### src/hw/rtl/mqttp_pkg.sv
package mqttp_pkg;

   // Default for the longest remaining-length field, in bytes
   localparam int MAX_LENGTH_BYTES_DEF = 4;

   localparam int BYTE_W   = 8;
   localparam int ROLE_W   = 3;
   localparam int LEN_W    = 28;
   localparam int IDENT_W  = 16;
   localparam int ERR_W    = 2;
   localparam int LCNT_W   = 3;
   localparam int RSP_W    = 72;

   // Byte roles reported on tuser
   localparam logic [ROLE_W-1:0] ROLE_HEADER  = 3'd0;
   localparam logic [ROLE_W-1:0] ROLE_LENGTH  = 3'd1;
   localparam logic [ROLE_W-1:0] ROLE_TLEN    = 3'd2;
   localparam logic [ROLE_W-1:0] ROLE_TOPIC   = 3'd3;
   localparam logic [ROLE_W-1:0] ROLE_IDENT   = 3'd4;
   localparam logic [ROLE_W-1:0] ROLE_PAYLOAD = 3'd5;
   localparam logic [ROLE_W-1:0] ROLE_BODY    = 3'd6;

   // Error codes
   localparam logic [ERR_W-1:0] ERR_NONE     = 2'd0;
   localparam logic [ERR_W-1:0] ERR_LEN_LONG = 2'd1;
   localparam logic [ERR_W-1:0] ERR_SHORT    = 2'd2;

   // Control packet types
   localparam logic [3:0] PT_CONNACK  = 4'd2;
   localparam logic [3:0] PT_PUBLISH  = 4'd3;
   localparam logic [3:0] PT_PUBACK   = 4'd4;
   localparam logic [3:0] PT_PUBCOMP  = 4'd7;
   localparam logic [3:0] PT_SUBACK   = 4'd9;
   localparam logic [3:0] PT_UNSUBACK = 4'd11;

   typedef enum logic [6:0] {
      PH_HDR     = 7'b0000001,
      PH_LEN     = 7'b0000010,
      PH_TLEN    = 7'b0000100,
      PH_TOPIC   = 7'b0001000,
      PH_IDENT   = 7'b0010000,
      PH_PAYLOAD = 7'b0100000,
      PH_BODY    = 7'b1000000
   } phase_type;

   // Types whose body starts with a packet id
   function automatic logic is_ack(input logic [3:0] ptype);
      is_ack = ((ptype >= PT_PUBACK) && (ptype <= PT_PUBCOMP)) ||
               (ptype == PT_SUBACK) || (ptype == PT_UNSUBACK);
   endfunction

   // Types that carry required body fields
   function automatic logic needs_fields(input logic [3:0] ptype);
      needs_fields = (ptype == PT_CONNACK) || (ptype == PT_PUBLISH) || is_ack(ptype);
   endfunction

endpackage

### src/hw/rtl/mqtt_packet_stream_parser_top.sv
// Channel   | Dir | Payload
// ----------+-----+-------------------------------------------------------------
// req_      | in  | tdata[7:0] raw stream byte
// rsp_      | out | tdata: byte, type, flags, length, packet id, id valid,
//           |     |        session present, return code, error; tuser: role;
//           |     |        tlast: last byte of packet
//
// One item per cycle sustained while rsp_tready is high; each result shows in the
// cycle after its byte is accepted. The single result register lies between: all
// decoding is one short pass of shift, add and counter logic from the byte to it.
// reset is synchronous and active high; it returns the parser to waiting for
// a header byte and empties the result register.
// A stalled result holds req_tready low only while the result register is full
// and rsp_tready is low.
module mqtt_packet_stream_parser_top #(
   parameter int MAX_LENGTH_BYTES = mqttp_pkg::MAX_LENGTH_BYTES_DEF
) (
   input  logic        clock,
   input  logic        reset,
   input  logic        req_tvalid,
   output logic        req_tready,
   input  logic [7:0]  req_tdata,   // [7:0] data_byte
   output logic        rsp_tvalid,
   input  logic        rsp_tready,
   // [7:0] byte_value, [11:8] packet_type, [15:12] header_flags,
   // [43:16] rem_length, [59:44] packet_ident, [60] ident_valid,
   // [61] sess_present, [69:62] ack_code, [71:70] error_code
   output logic [71:0] rsp_tdata,
   output logic [2:0]  rsp_tuser,   // [2:0] byte_role
   output logic        rsp_tlast    // last_of_packet
);

   // Parser state
   mqttp_pkg::phase_type phase_ff, phase_in;
   logic [7:0]  tf_ff, tf_in;            // type and flags of current packet
   logic [27:0] acc_ff, acc_in;          // remaining length accumulator
   logic [2:0]  lcnt_ff, lcnt_in;        // length bytes seen
   logic [27:0] left_ff, left_in;        // body bytes left
   logic [15:0] topic_ff, topic_in;      // topic bytes left
   logic [15:0] ident_ff, ident_in;
   logic [1:0]  fpos_ff, fpos_in;        // byte position within a two-byte field

   // Result register
   logic        rvalid_ff, rvalid_in;
   logic [71:0] rdata_ff, rdata_in;
   logic [2:0]  ruser_ff, ruser_in;
   logic        rlast_ff, rlast_in;

   logic        accept;
   logic [7:0]  b;
   logic [3:0]  ptype;
   logic [1:0]  qos;
   mqttp_pkg::phase_type after_topic;
   logic [27:0] addend;
   logic [2:0]  role;
   logic        last;
   logic [1:0]  err;
   logic        idv;
   logic        sp;
   logic [7:0]  rc;
   logic        in_body;
   logic [15:0] topic_full;

   assign req_tready = !rvalid_ff || rsp_tready;
   assign accept     = req_tvalid && req_tready;
   assign b          = req_tdata;
   assign ptype      = tf_ff[7:4];
   assign qos        = tf_ff[2:1];
   assign after_topic = (qos != 2'd0) ? mqttp_pkg::PH_IDENT : mqttp_pkg::PH_PAYLOAD;
   assign topic_full = topic_ff | {8'd0, b};

   // Place the low seven bits of a length byte at its group
   always_comb begin
      case (lcnt_ff[1:0])
         2'd0:    addend = {21'd0, b[6:0]};
         2'd1:    addend = {14'd0, b[6:0], 7'd0};
         2'd2:    addend = {7'd0, b[6:0], 14'd0};
         2'd3:    addend = {b[6:0], 21'd0};
         default: addend = 28'd0;
      endcase
   end

   always_comb begin
      phase_in = phase_ff;
      tf_in    = tf_ff;
      acc_in   = acc_ff;
      lcnt_in  = lcnt_ff;
      left_in  = left_ff;
      topic_in = topic_ff;
      ident_in = ident_ff;
      fpos_in  = fpos_ff;
      role     = mqttp_pkg::ROLE_BODY;
      last     = 1'b0;
      err      = mqttp_pkg::ERR_NONE;
      idv      = 1'b0;
      sp       = 1'b0;
      rc       = 8'd0;
      in_body  = 1'b1;

      case (phase_ff)
         mqttp_pkg::PH_LEN: begin
            in_body = 1'b0;
            role    = mqttp_pkg::ROLE_LENGTH;
            if (lcnt_ff < 3'd4) begin
               acc_in = acc_ff + addend;
            end
            lcnt_in = lcnt_ff + 3'd1;
            if (b[7]) begin
               // Continuation on the last allowed length byte: abandon packet
               if (lcnt_in >= 3'(MAX_LENGTH_BYTES)) begin
                  err      = mqttp_pkg::ERR_LEN_LONG;
                  last     = 1'b1;
                  phase_in = mqttp_pkg::PH_HDR;
               end
            end else begin
               left_in = acc_in;
               if (acc_in == 28'd0) begin
                  last     = 1'b1;
                  err      = mqttp_pkg::needs_fields(ptype) ? mqttp_pkg::ERR_SHORT
                                                           : mqttp_pkg::ERR_NONE;
                  phase_in = mqttp_pkg::PH_HDR;
               end else if (ptype == mqttp_pkg::PT_PUBLISH) begin
                  phase_in = mqttp_pkg::PH_TLEN;
               end else if (mqttp_pkg::is_ack(ptype)) begin
                  phase_in = mqttp_pkg::PH_IDENT;
               end else begin
                  phase_in = mqttp_pkg::PH_BODY;
               end
            end
         end
         mqttp_pkg::PH_TLEN: begin
            role = mqttp_pkg::ROLE_TLEN;
            if (fpos_ff == 2'd0) begin
               topic_in = {b, 8'd0};
               fpos_in  = 2'd1;
            end else begin
               topic_in = topic_full;
               fpos_in  = 2'd0;
               phase_in = (topic_full != 16'd0) ? mqttp_pkg::PH_TOPIC : after_topic;
            end
         end
         mqttp_pkg::PH_TOPIC: begin
            role     = mqttp_pkg::ROLE_TOPIC;
            topic_in = topic_ff - 16'd1;
            if (topic_in == 16'd0) begin
               phase_in = after_topic;
            end
         end
         mqttp_pkg::PH_IDENT: begin
            role = mqttp_pkg::ROLE_IDENT;
            if (fpos_ff == 2'd0) begin
               ident_in = {b, 8'd0};
               fpos_in  = 2'd1;
            end else begin
               ident_in = ident_ff | {8'd0, b};
               fpos_in  = 2'd0;
               idv      = 1'b1;
               phase_in = (ptype == mqttp_pkg::PT_PUBLISH) ? mqttp_pkg::PH_PAYLOAD
                                                          : mqttp_pkg::PH_BODY;
            end
         end
         mqttp_pkg::PH_PAYLOAD: begin
            role = mqttp_pkg::ROLE_PAYLOAD;
         end
         mqttp_pkg::PH_BODY: begin
            role = mqttp_pkg::ROLE_BODY;
            if (ptype == mqttp_pkg::PT_CONNACK) begin
               if (fpos_ff == 2'd0) begin
                  ident_in = {8'd0, b};
                  sp       = b[0];
                  fpos_in  = 2'd1;
               end else if (fpos_ff == 2'd1) begin
                  sp      = ident_ff[0];
                  rc      = b;
                  fpos_in = 2'd2;
               end
            end
         end
         default: begin
            // Header byte, also taken from any unused phase code
            in_body  = 1'b0;
            role     = mqttp_pkg::ROLE_HEADER;
            tf_in    = b;
            acc_in   = 28'd0;
            lcnt_in  = 3'd0;
            left_in  = 28'd0;
            topic_in = 16'd0;
            ident_in = 16'd0;
            fpos_in  = 2'd0;
            phase_in = mqttp_pkg::PH_LEN;
         end
      endcase

      // Count body bytes down to the packet end
      if (in_body) begin
         left_in = left_ff - {27'd0, (left_ff != 28'd0)};
         if (left_in == 28'd0) begin
            last = 1'b1;
            if ((phase_in == mqttp_pkg::PH_TLEN) || (phase_in == mqttp_pkg::PH_TOPIC) ||
                (phase_in == mqttp_pkg::PH_IDENT) ||
                ((ptype == mqttp_pkg::PT_CONNACK) && (phase_in == mqttp_pkg::PH_BODY) &&
                 (fpos_in < 2'd2))) begin
               err = mqttp_pkg::ERR_SHORT;
            end
            phase_in = mqttp_pkg::PH_HDR;
         end
      end
   end

   // Build the result item from the updated state
   always_comb begin
      rdata_in = {err, rc, sp, idv, ident_in, acc_in, tf_in[3:0], tf_in[7:4], b};
      ruser_in = role;
      rlast_in = last;
      if (accept) begin
         rvalid_in = 1'b1;
      end else if (rsp_tready) begin
         rvalid_in = 1'b0;
      end else begin
         rvalid_in = rvalid_ff;
      end
   end

   always_ff @(posedge clock) begin
      if (reset) begin
         phase_ff  <= mqttp_pkg::PH_HDR;
         tf_ff     <= 8'd0;
         acc_ff    <= 28'd0;
         lcnt_ff   <= 3'd0;
         left_ff   <= 28'd0;
         topic_ff  <= 16'd0;
         ident_ff  <= 16'd0;
         fpos_ff   <= 2'd0;
         rvalid_ff <= 1'b0;
      end else begin
         rvalid_ff <= rvalid_in;
         if (accept) begin
            phase_ff <= phase_in;
            tf_ff    <= tf_in;
            acc_ff   <= acc_in;
            lcnt_ff  <= lcnt_in;
            left_ff  <= left_in;
            topic_ff <= topic_in;
            ident_ff <= ident_in;
            fpos_ff  <= fpos_in;
         end
      end
   end

   // Hold the payload while the result waits
   always_ff @(posedge clock) begin
      if (accept) begin
         rdata_ff <= rdata_in;
         ruser_ff <= ruser_in;
         rlast_ff <= rlast_in;
      end
   end

   assign rsp_tvalid = rvalid_ff;
   assign rsp_tdata  = rdata_ff;
   assign rsp_tuser  = ruser_ff;
   assign rsp_tlast  = rlast_ff;

endmodule

### config.mk
export PLATFORM = sky130hd
export DESIGN_NAME = mqtt_packet_stream_parser_top
export DESIGN_NICKNAME = d
export VERILOG_FILES = /design/src/hw/rtl/mqttp_pkg.sv /design/src/hw/rtl/mqtt_packet_stream_parser_top.sv
export SDC_FILE = /design/constraint.sdc
export NUM_CORES = 1
export LEC_CHECK = 0
export ABC_CLOCK_PERIOD_IN_PS = 5600
export BUFFER_PORTS_ARGS = -buffer_cell sky130_fd_sc_hd__buf_2
export CORE_MARGIN = 4
export CORE_UTILIZATION = 58
export CTS_BUF_LIST = sky130_fd_sc_hd__clkbuf_2 sky130_fd_sc_hd__clkbuf_4 sky130_fd_sc_hd__clkbuf_8
export DETAILED_ROUTE_END_ITERATION = 10
export PLACE_DENSITY = 0.88
export RECOVER_POWER = 25
export REMOVE_ABC_BUFFERS = 1
export SYNTH_ARGS = -nofsm -noshare
export SYNTH_HDL_FRONTEND = slang
export SYNTH_SLANG_ARGS = --single-unit
### constraint.sdc
create_clock -name clock -period 5.6 [get_ports clock]
set_input_delay 0.28 -clock clock [delete_from_list [all_inputs] [get_ports clock]]
set_output_delay 0.28 -clock clock [all_outputs]
set_load 0.05 [all_outputs]
==> Word-level counts from Yosys, hierarchy flattened <==
Cells that the tools add are included.
{ "totals": {"out_inout_bits": 78, "ff_bits": 185} }
{ "classes": {"eq_ne": 20, "add_sub_neg": 4, "bitwise_logic": 7, "n_reduce_logical": 34, "muxes": 55, "magnitude_cmp": 5} }
{ "ops": {"columns": ["cell", "count"], "rows": [
  ["$mux W28", 4],
  ["$pmux W28 S2", 2],
  ["$pmux W28 S4", 1],
  ["$pmux W16 S3", 2],
  ["$mux W7", 11],
  ["$mux W16", 4],
  ["$logic_not A28 Y1", 2],
  ["$pmux W7 S5", 1],
  ["$or A16 B8 Y16", 2],
  ["$add A28 B28 Y28", 1],
  ["$reduce_bool A28 Y1", 1],
  ["$sub A28 B1 Y28", 1],
  ["$mux W2", 10],
  ["$pmux W3 S6", 1],
  ["$logic_not A16 Y1", 1],
  ["$reduce_bool A16 Y1", 1],
  ["$sub A16 B1 Y16 const B", 1],
  ["$eq A7 B3 Y1 const B", 2],
  ["$eq A7 B4 Y1 const B", 2],
  ["$eq A7 B5 Y1 const B", 2],
  ["$eq A7 B7 Y1 const B", 2],
  ["$mux W1", 14],
  ["$mux W6", 2],
  ["$reduce_or A4 Y1", 3],
  ["other kinds (29)", 52]
]} }

==> Logic depth before layout (Yosys ltp) <==
{ "depth": {"ltp_word": 16, "mapped_depth": 18, "depth_no_buf": 17} }

==> Least setup slack after synthesis <==
Ideal clock, no wire load.
{ "synth_timing": {"path_type": "reg2reg", "start": "register rvalid_ff (netlist: rsp_tvalid)", "end": "register rdata_ff[0] (netlist: rsp_tdata[0]), enable pin", "period_less_slack_ns": 4.154, "t_arrival_ns": 3.684, "path_stages_with_launch": 5, "slack_ns": 1.446, "cell_sequence": "dfxtp_1 -> nand2b_1 -> nand2_1 -> inv_2 -> buf_1"} }
{ "synth_between": {"elab_chain_cells": 3} }
{ "synth_lines": {"columns": ["item", "line_no", "text"], "rows": [
  ["start, declared", "mqtt_packet_stream_parser_top.sv:44", "logic rvalid_ff, rvalid_in;"],
  ["start signal, assigned", "mqtt_packet_stream_parser_top.sv:236", "rvalid_ff <= rvalid_in;"],
  ["$logic_not A1 Y1", "mqtt_packet_stream_parser_top.sv:64", "assign req_tready = !rvalid_ff || rsp_tready;"],
  ["$logic_or A1 B1 Y1", "mqtt_packet_stream_parser_top.sv:64", null],
  ["via req_tready", "mqtt_packet_stream_parser_top.sv:21", "output logic req_tready,"],
  ["$logic_and A1 B1 Y1", "mqtt_packet_stream_parser_top.sv:65", "assign accept = req_tvalid && req_tready;"],
  ["via accept", "mqtt_packet_stream_parser_top.sv:49", "logic accept;"],
  ["end signal, assigned", "mqtt_packet_stream_parser_top.sv:253", "rdata_ff <= rdata_in;"],
  ["end, declared", "mqtt_packet_stream_parser_top.sv:45", "logic [71:0] rdata_ff, rdata_in;"]
]} }
The timed path passes the listed nets, and every way through them passes these cells.
A chain may end at the register's enable or synchronous reset.

==> Worst setup path after layout <==
{ "layout_timing": {"start": "register left_ff[23]", "end": "register rdata_ff[71] (netlist: rsp_tdata[71]), data pin"} }
{ "layout_between": {"elab_chain_cells": 5} }
{ "layout_lines": {"columns": ["item", "line_no", "text"], "rows": [
  ["start, declared", "mqtt_packet_stream_parser_top.sv:38", "logic [27:0] left_ff, left_in;"],
  ["start signal, assigned", "mqtt_packet_stream_parser_top.sv:242", "left_ff <= left_in;"],
  ["$reduce_bool A28 Y1", "mqtt_packet_stream_parser_top.sv:196", "left_in = left_ff - {27'd0, (left_ff != 28'd0)};"],
  ["$sub A28 B1 Y28 *", "mqtt_packet_stream_parser_top.sv:196", null],
  ["$logic_not A28 Y1 *", "mqtt_packet_stream_parser_top.sv:197", "if (left_in == 28'd0) begin"],
  ["$mux W2 *", "mqtt_packet_stream_parser_top.sv:197", null],
  ["$mux W2 *", "mqtt_packet_stream_parser_top.sv:195", "if (in_body) begin"],
  ["via err[1]", "mqtt_packet_stream_parser_top.sv:57", "logic [1:0] err;"]
]} }
The timed path passes the listed nets; every way through them passes the cells marked *.

==> metrics.cfg <==
[layout]
num-nets-final=1384
syn_to_final_growth_pct=7.16
fin_cells=1578
drive_above_1_share_pct=5.71
diodes=0
n_fill_cell=1541

[clock_network]
hold_buffers=0
clock_path_buffers=2
postCtsSetupBuffers=0
clock_latency_ns=0.50
cts.repair.resized=0
cts_tree=built
htreeDepth=4
clkSinkCount=185
clk_pin_slew_ns=0.11
cts-root-buf=clkbuf_8
numCtsBuffers=17

[worst_setup_path]
path_delay_family=simple AND/OR/NAND/NOR gates
slowest_stage=nor3b_1
critPathBufInv=0
reg2reg_slack_ns=0.89
r2r_start=left_ff[23]
crit_arrival_ns=5.03
required_ns=5.92
cp-start-kind=flop
critPathMaxStageDelay_ns=0.60
path_cells=nor3_1 > nand2b_1 > or4_1 > ha_1 > ha_1 > nor3b_1 > nand4_1 > nor2_1 > nand4b_1 > a21oi_1 > a21oi_1 > or4_4 > nor2_2 > o31a_1 > mux2i_1 > o31ai_2
r2r_end=rsp_tdata[71]
reg2reg_depth=16
crit_type=flop to flop
cp_max_fo=8
endpoint_kind=flop

[synthesis]
ys_seq_area_share_pct=40.9
ys_warn_count=0
synth_edf_count=76
syn_inst=1303
postSynthAreaPerCell_um2=8.38
async_reset_ff_share_pct=0
netlist_area_um2=10900
synth_cell_types=80
synth_ff_type=dfxtp_1
ys_ff_latch=185

[pwr]
p_int_w=0.00189
sw_frac_of_total_pct=32.6
p_leak_nw=4.57
p_clk_share_pct=31.6
power.switching_w=0.000912
seq_power_share_pct=52.4
power.density_nw_per_um2=239
power_w=0.00280
vdd.ir_drop.worst_uv=146
p_comb_share_pct=16.0

[timing]
grt_setup_unrepaired=no
final.setup.tns_ns=0
slew-limit-headroom_pct=23.2
clock.fmax_ghz=0.212
skew_ns=0.0110
finalCritPeriodShare_pct=84.1
worstMarginPinSlew_ns=1.14
fin_crit_ns=4.71
drv_slew=0
finalHoldViolCount=0
setup_viol=0

[die]
core_um2=18200
rows=49
dieArea_um2=21100
initial_core_util_pct=60.0
die_h_um=145
io_pins=90
die_x_um=145

[detailed_routing]
routed_wl_um=30000
ant_nets=0
routedWlPerCell_um=19.0
vias=10200
drt_first_pass_iters=6
drtIter0Drc=1289
drc=0
routed_via_density=6.49

[grt]
grt_use_total_pct=27.3
grt_max_degree=72
grt_pass1_vias=9238
antenna_found_initial=0
grt_pass1_wl_um=47800
overflow=0

[job]
maxCapViolCount=0

[placed_design]
numPortBuffers=89
detailed_place_hpwl_um=20700
dp.cells=1546
gp_congestion=0.972

[run_status]
status=complete, no violations

[worst_hold_path]
min_from=req_tvalid
hp-class=input pin to flop
min_to=rsp_tvalid
hold-path-cell-count=3

[registers in the layout (all words and copies together), names as in the netlist]
| register | flops |
|---|---|
| acc_ff | 28 |
| fpos_ff | 2 |
| ident_ff | 16 |
| lcnt_ff | 3 |
| left_ff | 28 |
| phase_ff | 7 |
| rsp_tdata | 72 |
| rsp_tlast | 1 |
| rsp_tuser | 3 |
| rsp_tvalid | 1 |
| tf_ff | 8 |
| topic_ff | 16 |
[worst max-delay path by stage]
| stage | startpoint | end | slack (ns) | cells past startpoint |
|---|---|---|---|---|
| after CTS | left_ff[12] | rsp_tdata[71] | 1.02 | 17 |
| after floorplan | rsp_tvalid | lcnt_ff[2] | 1.00 | 7 |
| after detailed placement | left_ff[12] | rsp_tdata[71] | 1.10 | 17 |
| final | left_ff[23] | rsp_tdata[71] | 0.89 | 16 |
| after global routing | left_ff[22] | rsp_tdata[71] | 0.53 | 16 |
| after global placement | left_ff[12] | rsp_tdata[71] | 1.30 | 17 |
[cells by family (layout without fill, tap and decap cells)]
family          Yosys count  after routing  synth area share (%)
flops                   185            185                  40.9
compound gates          368            368                  21.6
xor+xnor                 40             40                  3.21
buf+inv                 105            151                  3.74
fa+ha+maj                36             36                  4.19
mux                      21             21                  2.03
simple gates            548            548                  24.4
[power by group through the flow]
stage / clock network [W] / logic [W] / registers, W
floorplan: 0 / 0.000218 / 0.00159
global placement: 0 / 0.000438 / 0.00150
detailed placement: 0 / 0.000444 / 0.00150
CTS: 0.000892 / 0.000447 / 0.00147
global route: 0.000949 / 0.000479 / 0.00147
finish: 0.000884 / 0.000447 / 0.00147
[tightest hold or removal path: stages]
cell and delay [ns]:
buf_2 0.11, inv_1 0.05, a21oi_1 0.05
[routing by layer]
layer | vias to the layer above | wire length (um) | global-route usage, %
met2 | 537 | 13100 | 39.9
met4 | 0 | 1060 | 12.5
met5 | - | 0 | 0
met1 | 4791 | 13100 | 38.8
met3 | 97 | 2750 | 5.92
li1 | 4810 | - | -
[final cells by class]
cell class / instances / area (um^2) / area share, %
multi-input cells: 1013 / 6060 / 51.8
clock inverters: 15 / 161 / 1.38
well taps: 229 / 287 / 2.45
inverters: 21 / 81.3 / 0.695
flip-flops and latches: 185 / 4460 / 38.1
clock buffers: 17 / 234 / 2.00
repair buffers: 98 / 412 / 3.52
[cells in the final DEF, fill, tap and decap left out, types with 10 or more instances in the layout]
master / synthesis / layout
nor4_1: 24 / 24
nand2_1: 153 / 153
nand3_1: 24 / 24
o21ai_0: 79 / 79
mux2i_1: 12 / 12
a21oi_1: 116 / 114
xor2_1: 23 / 23
nor2_1: 153 / 153
a211oi_1: 12 / 12
ha_1: 35 / 35
inv_1: 19 / 19
and3_1: 13 / 13
buf_4: 0 / 10
a22oi_1: 27 / 27
nor3_1: 58 / 58
xnor2_1: 17 / 17
clkbuf_8: 0 / 17
clkbuf_1: 74 / 83
a22o_1: 18 / 18
dfxtp_1: 109 / 109
and2_1: 46 / 46
a21o_1: 39 / 39
nand4_1: 13 / 13
edfxtp_1: 76 / 76
[through the flow]
stage / utilization, % / hold WS [ns] / cell area, um^2 / setup slack (ns)
finish: 64.3 / 0.0318 / 11700 / 0.888
global route: 64.3 / 0.0373 / 11700 / 0.529
CTS: 64.8 / 0.0260 / 11800 / 1.02
detailed placement: 62.7 / 0.449 / 11400 / 1.10
global placement: 62.7 / 0.441 / 11400 / 1.30
floorplan: - / 0.349 / 10600 / 1.00
[Yosys cell counts, types with 9 or more instances]
library cell  number  share of area (%)
nand2_1          153                5.3
nor2_1           153                5.3
a21oi_1          116                5.3
dfxtp_1          109                 20
o21ai_0           79                3.6
edfxtp_1          76                 21
clkbuf_1          74                2.5
nor3_1            58                2.7
and2_1            46                2.6
a21o_1            39                2.7
ha_1              35                4.0
a22oi_1           27                1.9
nand3_1           24                1.1
nor4_1            24                1.4
xor2_1            23                1.8
inv_1             19               0.65
a22o_1            18                1.4
xnor2_1           17                1.4
and3_1            13               0.74
nand4_1           13               0.74
a211oi_1          12               0.82
mux2i_1           12                1.1
mux2_2             9               0.93
nand2b_1           9               0.52
nor3b_1            9               0.62
Power figures use the tool's default switching activity.
